## src/rtl/tlbpt_pkg.sv

```systemverilog
`timescale 1ns / 1ps
`default_nettype none

package tlbpt_pkg;

  localparam int ADDR_W      = 16;
  localparam int FRAME_OUT_W = 8;
  localparam int CNT_W       = 32;

  typedef logic [ADDR_W-1:0]      addr_t;
  typedef logic [FRAME_OUT_W-1:0] frame_out_t;
  typedef logic [CNT_W-1:0]       cnt_t;

  localparam cnt_t CNT_MAX = {CNT_W{1'b1}};

  // Saturating increment for the statistics counters.
  function automatic cnt_t sat_inc(input cnt_t v);
    sat_inc = (v == CNT_MAX) ? v : v + cnt_t'(1);
  endfunction

endpackage

`default_nettype wire

```

## src/rtl/tlb_page_table_translator.sv

```systemverilog
`timescale 1ns / 1ps
`default_nettype none

// Channel   Direction  Handshake           Payload
// -------   ---------  ------------------  ---------------------------------------------
// in_       request    in_valid/in_stall   vaddr
// out_      result     out_valid/out_stall paddr, frame, tlb_hit, page_fault,
//                                          access_count, hit_count, fault_count
//
// One request per cycle sustained while out_stall is low; each request passes through the
// page table read register, then the result register.
// The page table read is registered; a same-page fill from the request just ahead is forwarded.
// After reset a clearing pass marks every one of the 2^(16-PAGE_BITS) page table entries
// (256 at the default) invalid, one entry per cycle, with in_stall held high throughout.
// out_stall holds the result register and raises in_stall once the lookup stage is full.

module tlb_page_table_translator
  import tlbpt_pkg::*;
#(
  parameter int PAGE_BITS   = 8,
  parameter int TLB_ENTRIES = 16
) (
  input  wire logic             clk,
  input  wire logic             rst_n,
  input  wire logic             in_valid,
  output      logic             in_stall,
  input  wire addr_t            in_vaddr,
  output      logic             out_valid,
  input  wire logic             out_stall,
  output      addr_t            out_paddr,
  output      frame_out_t       out_frame,
  output      logic             out_tlb_hit,
  output      logic             out_page_fault,
  output      cnt_t             out_access_count,
  output      cnt_t             out_hit_count,
  output      cnt_t             out_fault_count
);

  localparam int VPN_W      = ADDR_W - PAGE_BITS;
  localparam int PAGE_COUNT = 1 << VPN_W;
  localparam int FP_W       = $clog2(TLB_ENTRIES);

  typedef logic [VPN_W-1:0] vpn_t;

  // ---------------------------------------------------------------------------
  // Page table memory: {valid, frame} per page
  // ---------------------------------------------------------------------------
  logic [VPN_W:0] pt_mem_r [PAGE_COUNT];
  logic [VPN_W:0] pt_rd_r;
  logic           pt_we;
  vpn_t           pt_waddr;
  logic [VPN_W:0] pt_wdata;

  // Clearing pass after reset
  logic clr_busy_r, clr_busy_nxt;
  vpn_t clr_idx_r, clr_idx_nxt;

  // Lookup stage
  logic  s1_valid_r, s1_valid_nxt;
  addr_t s1_addr_r;
  logic  byp_r;
  vpn_t  byp_frame_r;

  // TLB
  vpn_t            tlb_tag_r [TLB_ENTRIES];
  vpn_t            tlb_frm_r [TLB_ENTRIES];
  logic [TLB_ENTRIES-1:0] tlb_vld_r;
  logic [FP_W-1:0] fill_ptr_r, fill_ptr_nxt;

  // Allocator and statistics
  vpn_t alloc_frame_r;
  cnt_t acc_cnt_r, hit_cnt_r, flt_cnt_r;

  // Result register
  logic       out_valid_r, out_valid_nxt;
  addr_t      out_pa_r;
  frame_out_t out_frame_r;
  logic       out_hit_r;
  logic       out_fault_r;

  // Datapath signals
  logic  in_acc;
  logic  s1_adv;
  logic  commit;
  vpn_t  in_page;
  vpn_t  s1_page;
  logic  tlb_hit;
  vpn_t  tlb_frame;
  logic  pt_valid;
  vpn_t  pt_frame;
  logic  fault;
  vpn_t  frame;
  logic  pt_commit_wr;
  logic [ADDR_W-1:0] frame_ext;

  // ---------------------------------------------------------------------------
  // Handshake: advance the lookup stage when the result register is free or drains
  // ---------------------------------------------------------------------------
  assign s1_adv   = ~out_valid_r | ~out_stall;
  assign commit   = s1_valid_r & s1_adv;
  assign in_stall = clr_busy_r | (s1_valid_r & ~s1_adv);
  assign in_acc   = in_valid & ~in_stall;

  assign in_page = in_vaddr[ADDR_W-1 -: VPN_W];
  assign s1_page = s1_addr_r[ADDR_W-1 -: VPN_W];

  // ---------------------------------------------------------------------------
  // TLB lookup: compare all entries in parallel, lowest matching entry wins
  // ---------------------------------------------------------------------------
  always_comb begin
    tlb_hit   = 1'b0;
    tlb_frame = '0;
    for (int i = TLB_ENTRIES - 1; i >= 0; i--) begin
      if (tlb_vld_r[i] && (tlb_tag_r[i] == s1_page)) begin
        tlb_hit   = 1'b1;
        tlb_frame = tlb_frm_r[i];
      end
    end
  end

  // Page table entry, with the fill from the request just ahead forwarded
  assign pt_valid = byp_r | pt_rd_r[VPN_W];
  assign pt_frame = byp_r ? byp_frame_r : pt_rd_r[VPN_W-1:0];

  assign fault        = ~tlb_hit & ~pt_valid;
  assign frame        = tlb_hit ? tlb_frame : (pt_valid ? pt_frame : alloc_frame_r);
  assign pt_commit_wr = commit & fault;
  assign frame_ext    = ADDR_W'(frame);

  // ---------------------------------------------------------------------------
  // Memory write port: clearing pass or fault fill
  // ---------------------------------------------------------------------------
  always_comb begin
    pt_we    = clr_busy_r | pt_commit_wr;
    pt_waddr = clr_busy_r ? clr_idx_r : s1_page;
    pt_wdata = clr_busy_r ? '0 : {1'b1, alloc_frame_r};
  end

  always_ff @(posedge clk) begin
    if (pt_we) begin
      pt_mem_r[pt_waddr] <= pt_wdata;
    end
    if (in_acc) begin
      pt_rd_r <= pt_mem_r[in_page];
    end
  end

  // ---------------------------------------------------------------------------
  // Next-state logic
  // ---------------------------------------------------------------------------
  always_comb begin
    clr_idx_nxt  = clr_idx_r + vpn_t'(1);
    clr_busy_nxt = clr_busy_r & (clr_idx_r != {VPN_W{1'b1}});
    s1_valid_nxt = in_acc | (s1_valid_r & ~s1_adv);
    out_valid_nxt = commit | (out_valid_r & out_stall);
    fill_ptr_nxt = (fill_ptr_r == FP_W'(TLB_ENTRIES - 1)) ? '0 : fill_ptr_r + FP_W'(1);
  end

  // Control state
  always_ff @(posedge clk) begin
    if (!rst_n) begin
      clr_busy_r    <= 1'b1;
      clr_idx_r     <= '0;
      s1_valid_r    <= 1'b0;
      out_valid_r   <= 1'b0;
      byp_r         <= 1'b0;
      tlb_vld_r     <= '0;
      fill_ptr_r    <= '0;
      alloc_frame_r <= '0;
      acc_cnt_r     <= '0;
      hit_cnt_r     <= '0;
      flt_cnt_r     <= '0;
    end else begin
      if (clr_busy_r) begin
        clr_busy_r <= clr_busy_nxt;
        clr_idx_r  <= clr_idx_nxt;
      end
      s1_valid_r  <= s1_valid_nxt;
      out_valid_r <= out_valid_nxt;
      // Forward only when the fill lands on the same edge this request reads
      if (in_acc) begin
        byp_r <= pt_commit_wr & (in_page == s1_page);
      end
      if (commit) begin
        acc_cnt_r <= sat_inc(acc_cnt_r);
        if (tlb_hit) begin
          hit_cnt_r <= sat_inc(hit_cnt_r);
        end else begin
          tlb_vld_r[fill_ptr_r] <= 1'b1;
          fill_ptr_r            <= fill_ptr_nxt;
        end
        if (fault) begin
          flt_cnt_r     <= sat_inc(flt_cnt_r);
          alloc_frame_r <= alloc_frame_r + vpn_t'(1);
        end
      end
    end
  end

  // Payload registers
  always_ff @(posedge clk) begin
    if (in_acc) begin
      s1_addr_r   <= in_vaddr;
      byp_frame_r <= alloc_frame_r;
    end
    if (commit) begin
      if (!tlb_hit) begin
        tlb_tag_r[fill_ptr_r] <= s1_page;
        tlb_frm_r[fill_ptr_r] <= frame;
      end
      out_pa_r    <= {frame, s1_addr_r[PAGE_BITS-1:0]};
      out_frame_r <= frame_ext[FRAME_OUT_W-1:0];
      out_hit_r   <= tlb_hit;
      out_fault_r <= fault;
    end
  end

  // ---------------------------------------------------------------------------
  // Outputs: the counters change only with a new result, so drive them directly
  // ---------------------------------------------------------------------------
  assign out_valid        = out_valid_r;
  assign out_paddr        = out_pa_r;
  assign out_frame        = out_frame_r;
  assign out_tlb_hit      = out_hit_r;
  assign out_page_fault   = out_fault_r;
  assign out_access_count = acc_cnt_r;
  assign out_hit_count    = hit_cnt_r;
  assign out_fault_count  = flt_cnt_r;

endmodule

`default_nettype wire

```

## config.mk

```make
export PLATFORM = sky130hd
export DESIGN_NAME = tlb_page_table_translator
export DESIGN_NICKNAME = d
export VERILOG_FILES = /design/src/rtl/tlbpt_pkg.sv /design/src/rtl/tlb_page_table_translator.sv
export SDC_FILE = /design/constraint.sdc
export NUM_CORES = 2
export LEC_CHECK = 0
export ABC_AREA = 1
export BUFFER_PORTS_ARGS = -buffer_cell sky130_fd_sc_hd__buf_2
export CAP_MARGIN = 10
export CORE_MARGIN = 5
export CORE_UTILIZATION = 50
export DETAILED_ROUTE_END_ITERATION = 6
export PLACE_DENSITY = 0.72
export SYNTH_ARGS = -nofsm -noshare
export SYNTH_HDL_FRONTEND = slang
export SYNTH_SLANG_ARGS = --single-unit
```

## constraint.sdc

```tcl
create_clock -name clk -period 10.29 [get_ports clk]
set_input_delay 2.058 -clock clk [delete_from_list [all_inputs] [get_ports clk]]
set_output_delay 2.058 -clock clk [all_outputs]
set_load 0.02 [all_outputs]
```

Word-level counts from Yosys, hierarchy flattened
Memories as Yosys holds them, arrays and structs flattened. A register that Yosys moved wholly into a read port is not among the register bits. Index checks and enable logic that the tools add are counted.

Register bits: 186. RAM bits: 2560. Input bits: 20. Memories: 3. Output and inout port bits: 124.

Memories: pt_mem_r (depth 256, bits a word 9, read ports 1, clocked after memory_dff 1, wr ports 1, RTL line tlb_page_table_translator.sv:48) `logic [VPN_W:0] pt_mem_r [PAGE_COUNT];`; tlb_frm_r (depth 16, bits a word 8, read ports 16, clocked after memory_dff 0, wr ports 1, RTL line tlb_page_table_translator.sv:66) `vpn_t tlb_frm_r [TLB_ENTRIES];`; tlb_tag_r (depth 16, bits a word 8, read ports 16, clocked after memory_dff 0, wr ports 1, RTL line tlb_page_table_translator.sv:65) `vpn_t tlb_tag_r [TLB_ENTRIES];`.

Muxes and demuxes: 46. Add/sub/neg operators: 6. Reduce and logical (&&, ||, !) cells: 22. $lt $le $gt $ge: 2. Bitwise operators: 24. Equality and inequality tests: 22.

Operators by type and width (count): $mux 8 (20); $eq 8x8->1 (17); $add 32x1->32 const B (3); $eq 32x32->1 const B (3); $mux 1 (23); $logic_and 1x1->1 (17); $add 8x1->8 const B (2); $or 16x16->16 (1); $mux 9 (1); $not 1->1 (9); $and 1x1->1 (8); $ne 8x8->1 const B (1); $or 1x1->1 (6); $reduce_and 2->1 (3); $reduce_and 3->1 (2); $lt 4x5->1 const B (1); $add 4x1->4 const B (1); $demux 1 s4 (1); $eq 4x4->1 const B (1); $ge 4x1->1 const B (1); $mux 4 (1).

Depth between registers and ports, before layout
An unclocked memory read counts as a cell.

Depth after elaboration: 25. Depth in mapped cells: 27. Gate-level depth less buffers: 25.

Worst setup path after synthesis
Ideal clock, no wire load.

Path kind: flip-flop to flip-flop. Start: reg clr_busy_r. End: mem pt_mem_r[0][6] (netlist name), data pin. Cell stages (with the launch flop): 4. Data arrival time: 6.665 ns. Required time: 8.893 ns. Clock period less this slack: 8.063 ns. Setup time: 1.397 ns. Setup slack: 2.227 ns. Cell sequence: dfxtp_1 -> clkbuf_1 -> buf_1 -> nor2_1.

Longest elaborated chain between the ends: 1.

RTL lines: from (decl) (RTL line tlb_page_table_translator.sv:55) `logic clr_busy_r, clr_busy_nxt;`; from (signal assigned) (RTL line tlb_page_table_translator.sv:175) `clr_busy_r <= clr_busy_nxt;`; $mux 9 (RTL line tlb_page_table_translator.sv:136) `pt_wdata = clr_busy_r ? '0 : {1'b1, alloc_frame_r};`; named net pt_wdata[6] (RTL line tlb_page_table_translator.sv:52) `logic [VPN_W:0] pt_wdata;`; to (decl) (RTL line tlb_page_table_translator.sv:48).

The timed path passes the listed nets, and every way through them passes these cells.

Worst setup path in the final report
Start: reg s1_addr_r[14]. End: mem pt_mem_r[211][8] (netlist name) (enable).

Longest elaborated chain between the ends: 24.

RTL lines: from (decl) (RTL line tlb_page_table_translator.sv:60) `addr_t s1_addr_r;`; from (signal assigned) (RTL line tlb_page_table_translator.sv:203) `s1_addr_r <= in_vaddr;`; $eq 8x8->1 (RTL line tlb_page_table_translator.sv:114) `if (tlb_vld_r[i] && (tlb_tag_r[i] == s1_page)) begin`; $logic_and 1x1->1 (RTL line tlb_page_table_translator.sv:114); $mux 1 (15 in a row) (RTL line tlb_page_table_translator.sv:114); $mux 1 * (RTL line tlb_page_table_translator.sv:114); named net tlb_hit (RTL line tlb_page_table_translator.sv:87) `logic tlb_hit;`; $not 1->1 (no line) *; $and 1x1->1 * (RTL line tlb_page_table_translator.sv:125) `assign fault = ~tlb_hit & ~pt_valid;`; $and 1x1->1 * (RTL line tlb_page_table_translator.sv:127) `assign pt_commit_wr = commit & fault;`; $or 1x1->1 * (RTL line tlb_page_table_translator.sv:134) `pt_we = clr_busy_r | pt_commit_wr;`; $mux 1 * (RTL line tlb_page_table_translator.sv:140) `if (pt_we) begin`; $mux 1 (implied by the code) * (RTL line tlb_page_table_translator.sv:141) `pt_mem_r[pt_waddr] <= pt_wdata;`.

The timed path passes the listed nets; every way through them passes the cells marked *.

==> impl_metrics.csv <==
group,metric,value,unit
clocking,clockBufferDepth,4,
worst_setup_path,reg2reg_depth,17,
timing,skew,72.2,ps
synth,yosysWarningCount,0,
synth,muxShareOfSynthArea,0,
floorplanning,rows,173,
floorplanning,core,222000,sq um
worst_setup_path,r2r_end,"pt_mem_r[211][8]",
synth,synthesis.nets,9205,
detailed_routing,num_vias,75600,
global_routing,grt_overflow_total,0,
final_layout,drive_above_1_share,0.0789,
clocking,postCtsSetupRepairBufs,0,
global_routing,track_usage,0.252,
clocking,clock_sinks,2747,
detailed_routing,viasPerCell,6.16,
final_layout,final_cell_mix,"2611 x edfxtp_1, 2036 x nor2_1, 1566 x o21ai_0",
worst_setup_path,r2r_slack,4180,ps
synth,synth_cell_types,55,
worst_setup_path,path_max_fanout,23,
pwr,max-vdd-ir-drop,0.000204,V
min_path,hold_end,"out_paddr[6]",
clocking,clk_pin_slew,60,ps
timing,tightestPinTransition,1330,ps
timing,fmax,0.164,GHz
detailed_routing,avgRoutedWirePerCell,24.5,microns
synth,synth_xor_area_frac,0.00756,
final_layout,final_common_cell,"edfxtp_1",
timing,rsz0062_at_grt,"no",
clocking,cts_buffers,290,
detailed_routing,dr.first_iter.drc_count,10600,
detailed_routing,drt.antenna.violating_nets,0,
global_routing,grt_pass1_wl,446,mm
final_layout,layout.nets,9126,
clocking,cts_root_buffer,"clkbuf_16",
floorplanning,fp.dieArea,232000,sq um
timing,relSlewSlack,0.110,
clocking,cts_resized,0,
clocking,htreeDepth,5,
pwr,p_total,23.0,mW
synth,ys_seq_elements,2747,
synth,syn_avg_cell_area,12.1,sq um
worst_setup_path,crit_type,"reg -> reg",
min_path,holdPathStages,0,
min_path,min_path_type,"reg -> reg",
final_layout,layout.cells.non_filler,12300,
final_layout,fillCellCount,17600,
timing,hold_viol_final,0,
synth,synth_area,111000,sq um
detailed_routing,drc_errors,0,
final_layout,area_growth,10.5,%
worst_setup_path,start_kind,"register",
detailed_routing,dr.pass1.iters,6,
place,dp_hpwl,168,mm
timing,totalNegativeSetupSlack,0,ps
synth,synth_top_family_by_area,"compound AO/OA/AOI/OAI gates",
synth,synthCells,9176,
floorplanning,die_width,482,microns
floorplanning,ios,144,
global_routing,grt_max_degree,237,
worst_setup_path,critPathRequiredTime,10820,ps
clocking,cts_hold_buf,0,
timing,fin_crit_sh,0.594,
place,numPortBuffers,143,
global_routing,antenna_found_initial,8,
synth,synth_fa_ha_area_frac,0.00101,
synth,ys_seq_area_frac,0.730,
status,status,"completed",
worst_setup_path,cp.arrival,6650,ps
pwr,p_per_area,187,nW/um^2
synth,synth-compound-area-share,0.125,
min_path,hp-start,"s1_addr_r[6]",
clocking,cts_tree,"done",
detailed_routing,wl,301,mm
place,place_congestion,0.906,
job,max_cap_viol_count,0,
place,numPlacedInstances,11800,
clocking,clkLatencyLatePin,950,ps
timing,maxSlewViolCount,0,
worst_setup_path,cp-end-kind,"register",
global_routing,grt_pass1_vias,71500,
timing,setup_viol,0,
floorplanning,initial_core_util,0.502,
worst_setup_path,rr_startpoint,"s1_addr_r[14]",
floorplanning,fp.dieH,482,microns
timing,fin_crit,6110,ps
synth,synthSimpleGateAreaFrac,0.106,
pwr,p_leak,42.8,nW
==> how the worst max path moves through the flow <==
stage,start,endpoint,slack (ps)
CTS,s1_addr_r[14],pt_mem_r[211][8],4390
global placement,in_vaddr[8],pt_rd_r[3],4000
detailed placement,in_vaddr[8],pt_rd_r[2],3960
finish,s1_addr_r[14],pt_mem_r[211][8],4180
global route,s1_addr_r[12],pt_mem_r[211][8],4060
floorplan,clr_busy_r,pt_mem_r[0][6],2230
==> logic make-up (layout without fill, tap and decap cells) <==
group,Yosys count,count (layout)
compound gates,2541,2541
xor+xnor,96,96
fa+ha+maj,9,9
flops,2747,2747
simple gates,2940,2940
other cells,0,3
buf+inv,843,957
==> cells in the mapped netlist (all sizes together) <==
library cell	number	area share
ha	9	0.0010
nand4	29	0.0016
a22oi	8	0.00054
a31oi	3	0.00017
edfxtp	2611	0.71
clkbuf	533	0.018
nor2	2101	0.072
xor2	70	0.0055
and2	1	0.000056
o21bai	1	0.000068
o21a	5	0.00034
a221oi	4	0.00032
clkinv	7	0.00024
nand2	597	0.021
dfxtp	136	0.024
nor4b	1	0.000079
and3	6	0.00034
a211o	1	0.000079
buf	70	0.0044
or4	1	0.000068
a22o	4	0.00032
nor3b	4	0.00027
nor4	30	0.0020
a211oi	7	0.00047
o31ai	2	0.00014
o211a	2	0.00018
o32ai	41	0.0032
o2111ai	9	0.00071
xnor2	26	0.0020
o21ai	1567	0.071
a21boi	1	0.000068
nand3	68	0.0031
a21oi	153	0.0069
nor3	77	0.0035
or3	1	0.000056
a41oi	1	0.000079
or2	24	0.0014
inv	233	0.0080
o22ai	732	0.041
==> stage by stage <==
stage / cell area, sq um / utilization / hold slack, ps / setup slack (ps)
final: 123000 / 0.554 / 420 / 4180
after global routing: 123000 / 0.554 / 435 / 4060
after CTS: 123000 / 0.554 / 423 / 4390
after detailed placement: 114000 / 0.515 / 411 / 3960
after global placement: 114000 / 0.515 / 402 / 4000
after floorplan: 111000 / - / 400 / 2230
==> critical path, stage by stage, from the launching register on <==
cell	delay (ps)
edfxtp_1	720
buf_4	430
inv_2	200
nand2_1	90
nand2_1	50
nand3_1	80
nor2_1	140
nand2_2	290
nand2_4	160
nor4_4	350
nand2_4	170
nor2_4	230
inv_4	100
nor2_8	180
inv_4	90
nand2_4	290
nand2_2	860
nor2_1	1220
==> area by class of cell <==
type / count / area [sq um] / area share
diodes: 3 / 7.51 / 0.0000611
multi-input cells: 5586 / 26700 / 0.218
flip-flops and latches: 2747 / 81100 / 0.660
clock buffers: 364 / 7610 / 0.0619
repair buffers: 232 / 1610 / 0.0131
inverters: 240 / 947 / 0.00771
clock inverters: 121 / 1120 / 0.00913
well taps: 2975 / 3720 / 0.0303
==> state kept, by name (all words and copies together), names as in the netlist, 8 cells and up <==
signal,count
tlb_frm_r,128
out_paddr,16
out_hit_count,32
out_fault_count,32
clr_idx_r,8
pt_mem_r,2304
tlb_vld_r,16
pt_rd_r,9
byp_frame_r,8
s1_addr_r,16
alloc_frame_r,8
tlb_tag_r,128
out_access_count,32
==> routing by layer <==
| metal | vias to the layer above | global-route usage | wire [microns] |
|---|---|---|---|
| li1 | 33200 | - | - |
| met2 | 4717 | 0.391 | 138000 |
| met1 | 36900 | 0.342 | 113000 |
| met5 | - | 0 | 35 |
| met4 | 6 | 0.105 | 13300 |
| met3 | 736 | 0.0620 | 36800 |
==> where the power goes <==
part           total (mW)  switching (mW)  internal (mW)  leakage [nW]
registers            12.1         0.00331           12.1          28.1
clock network        9.87            4.16           5.72          4.29
logic                1.02           0.757          0.264          10.4
Note: power is estimated with default switching activity, not from simulation.
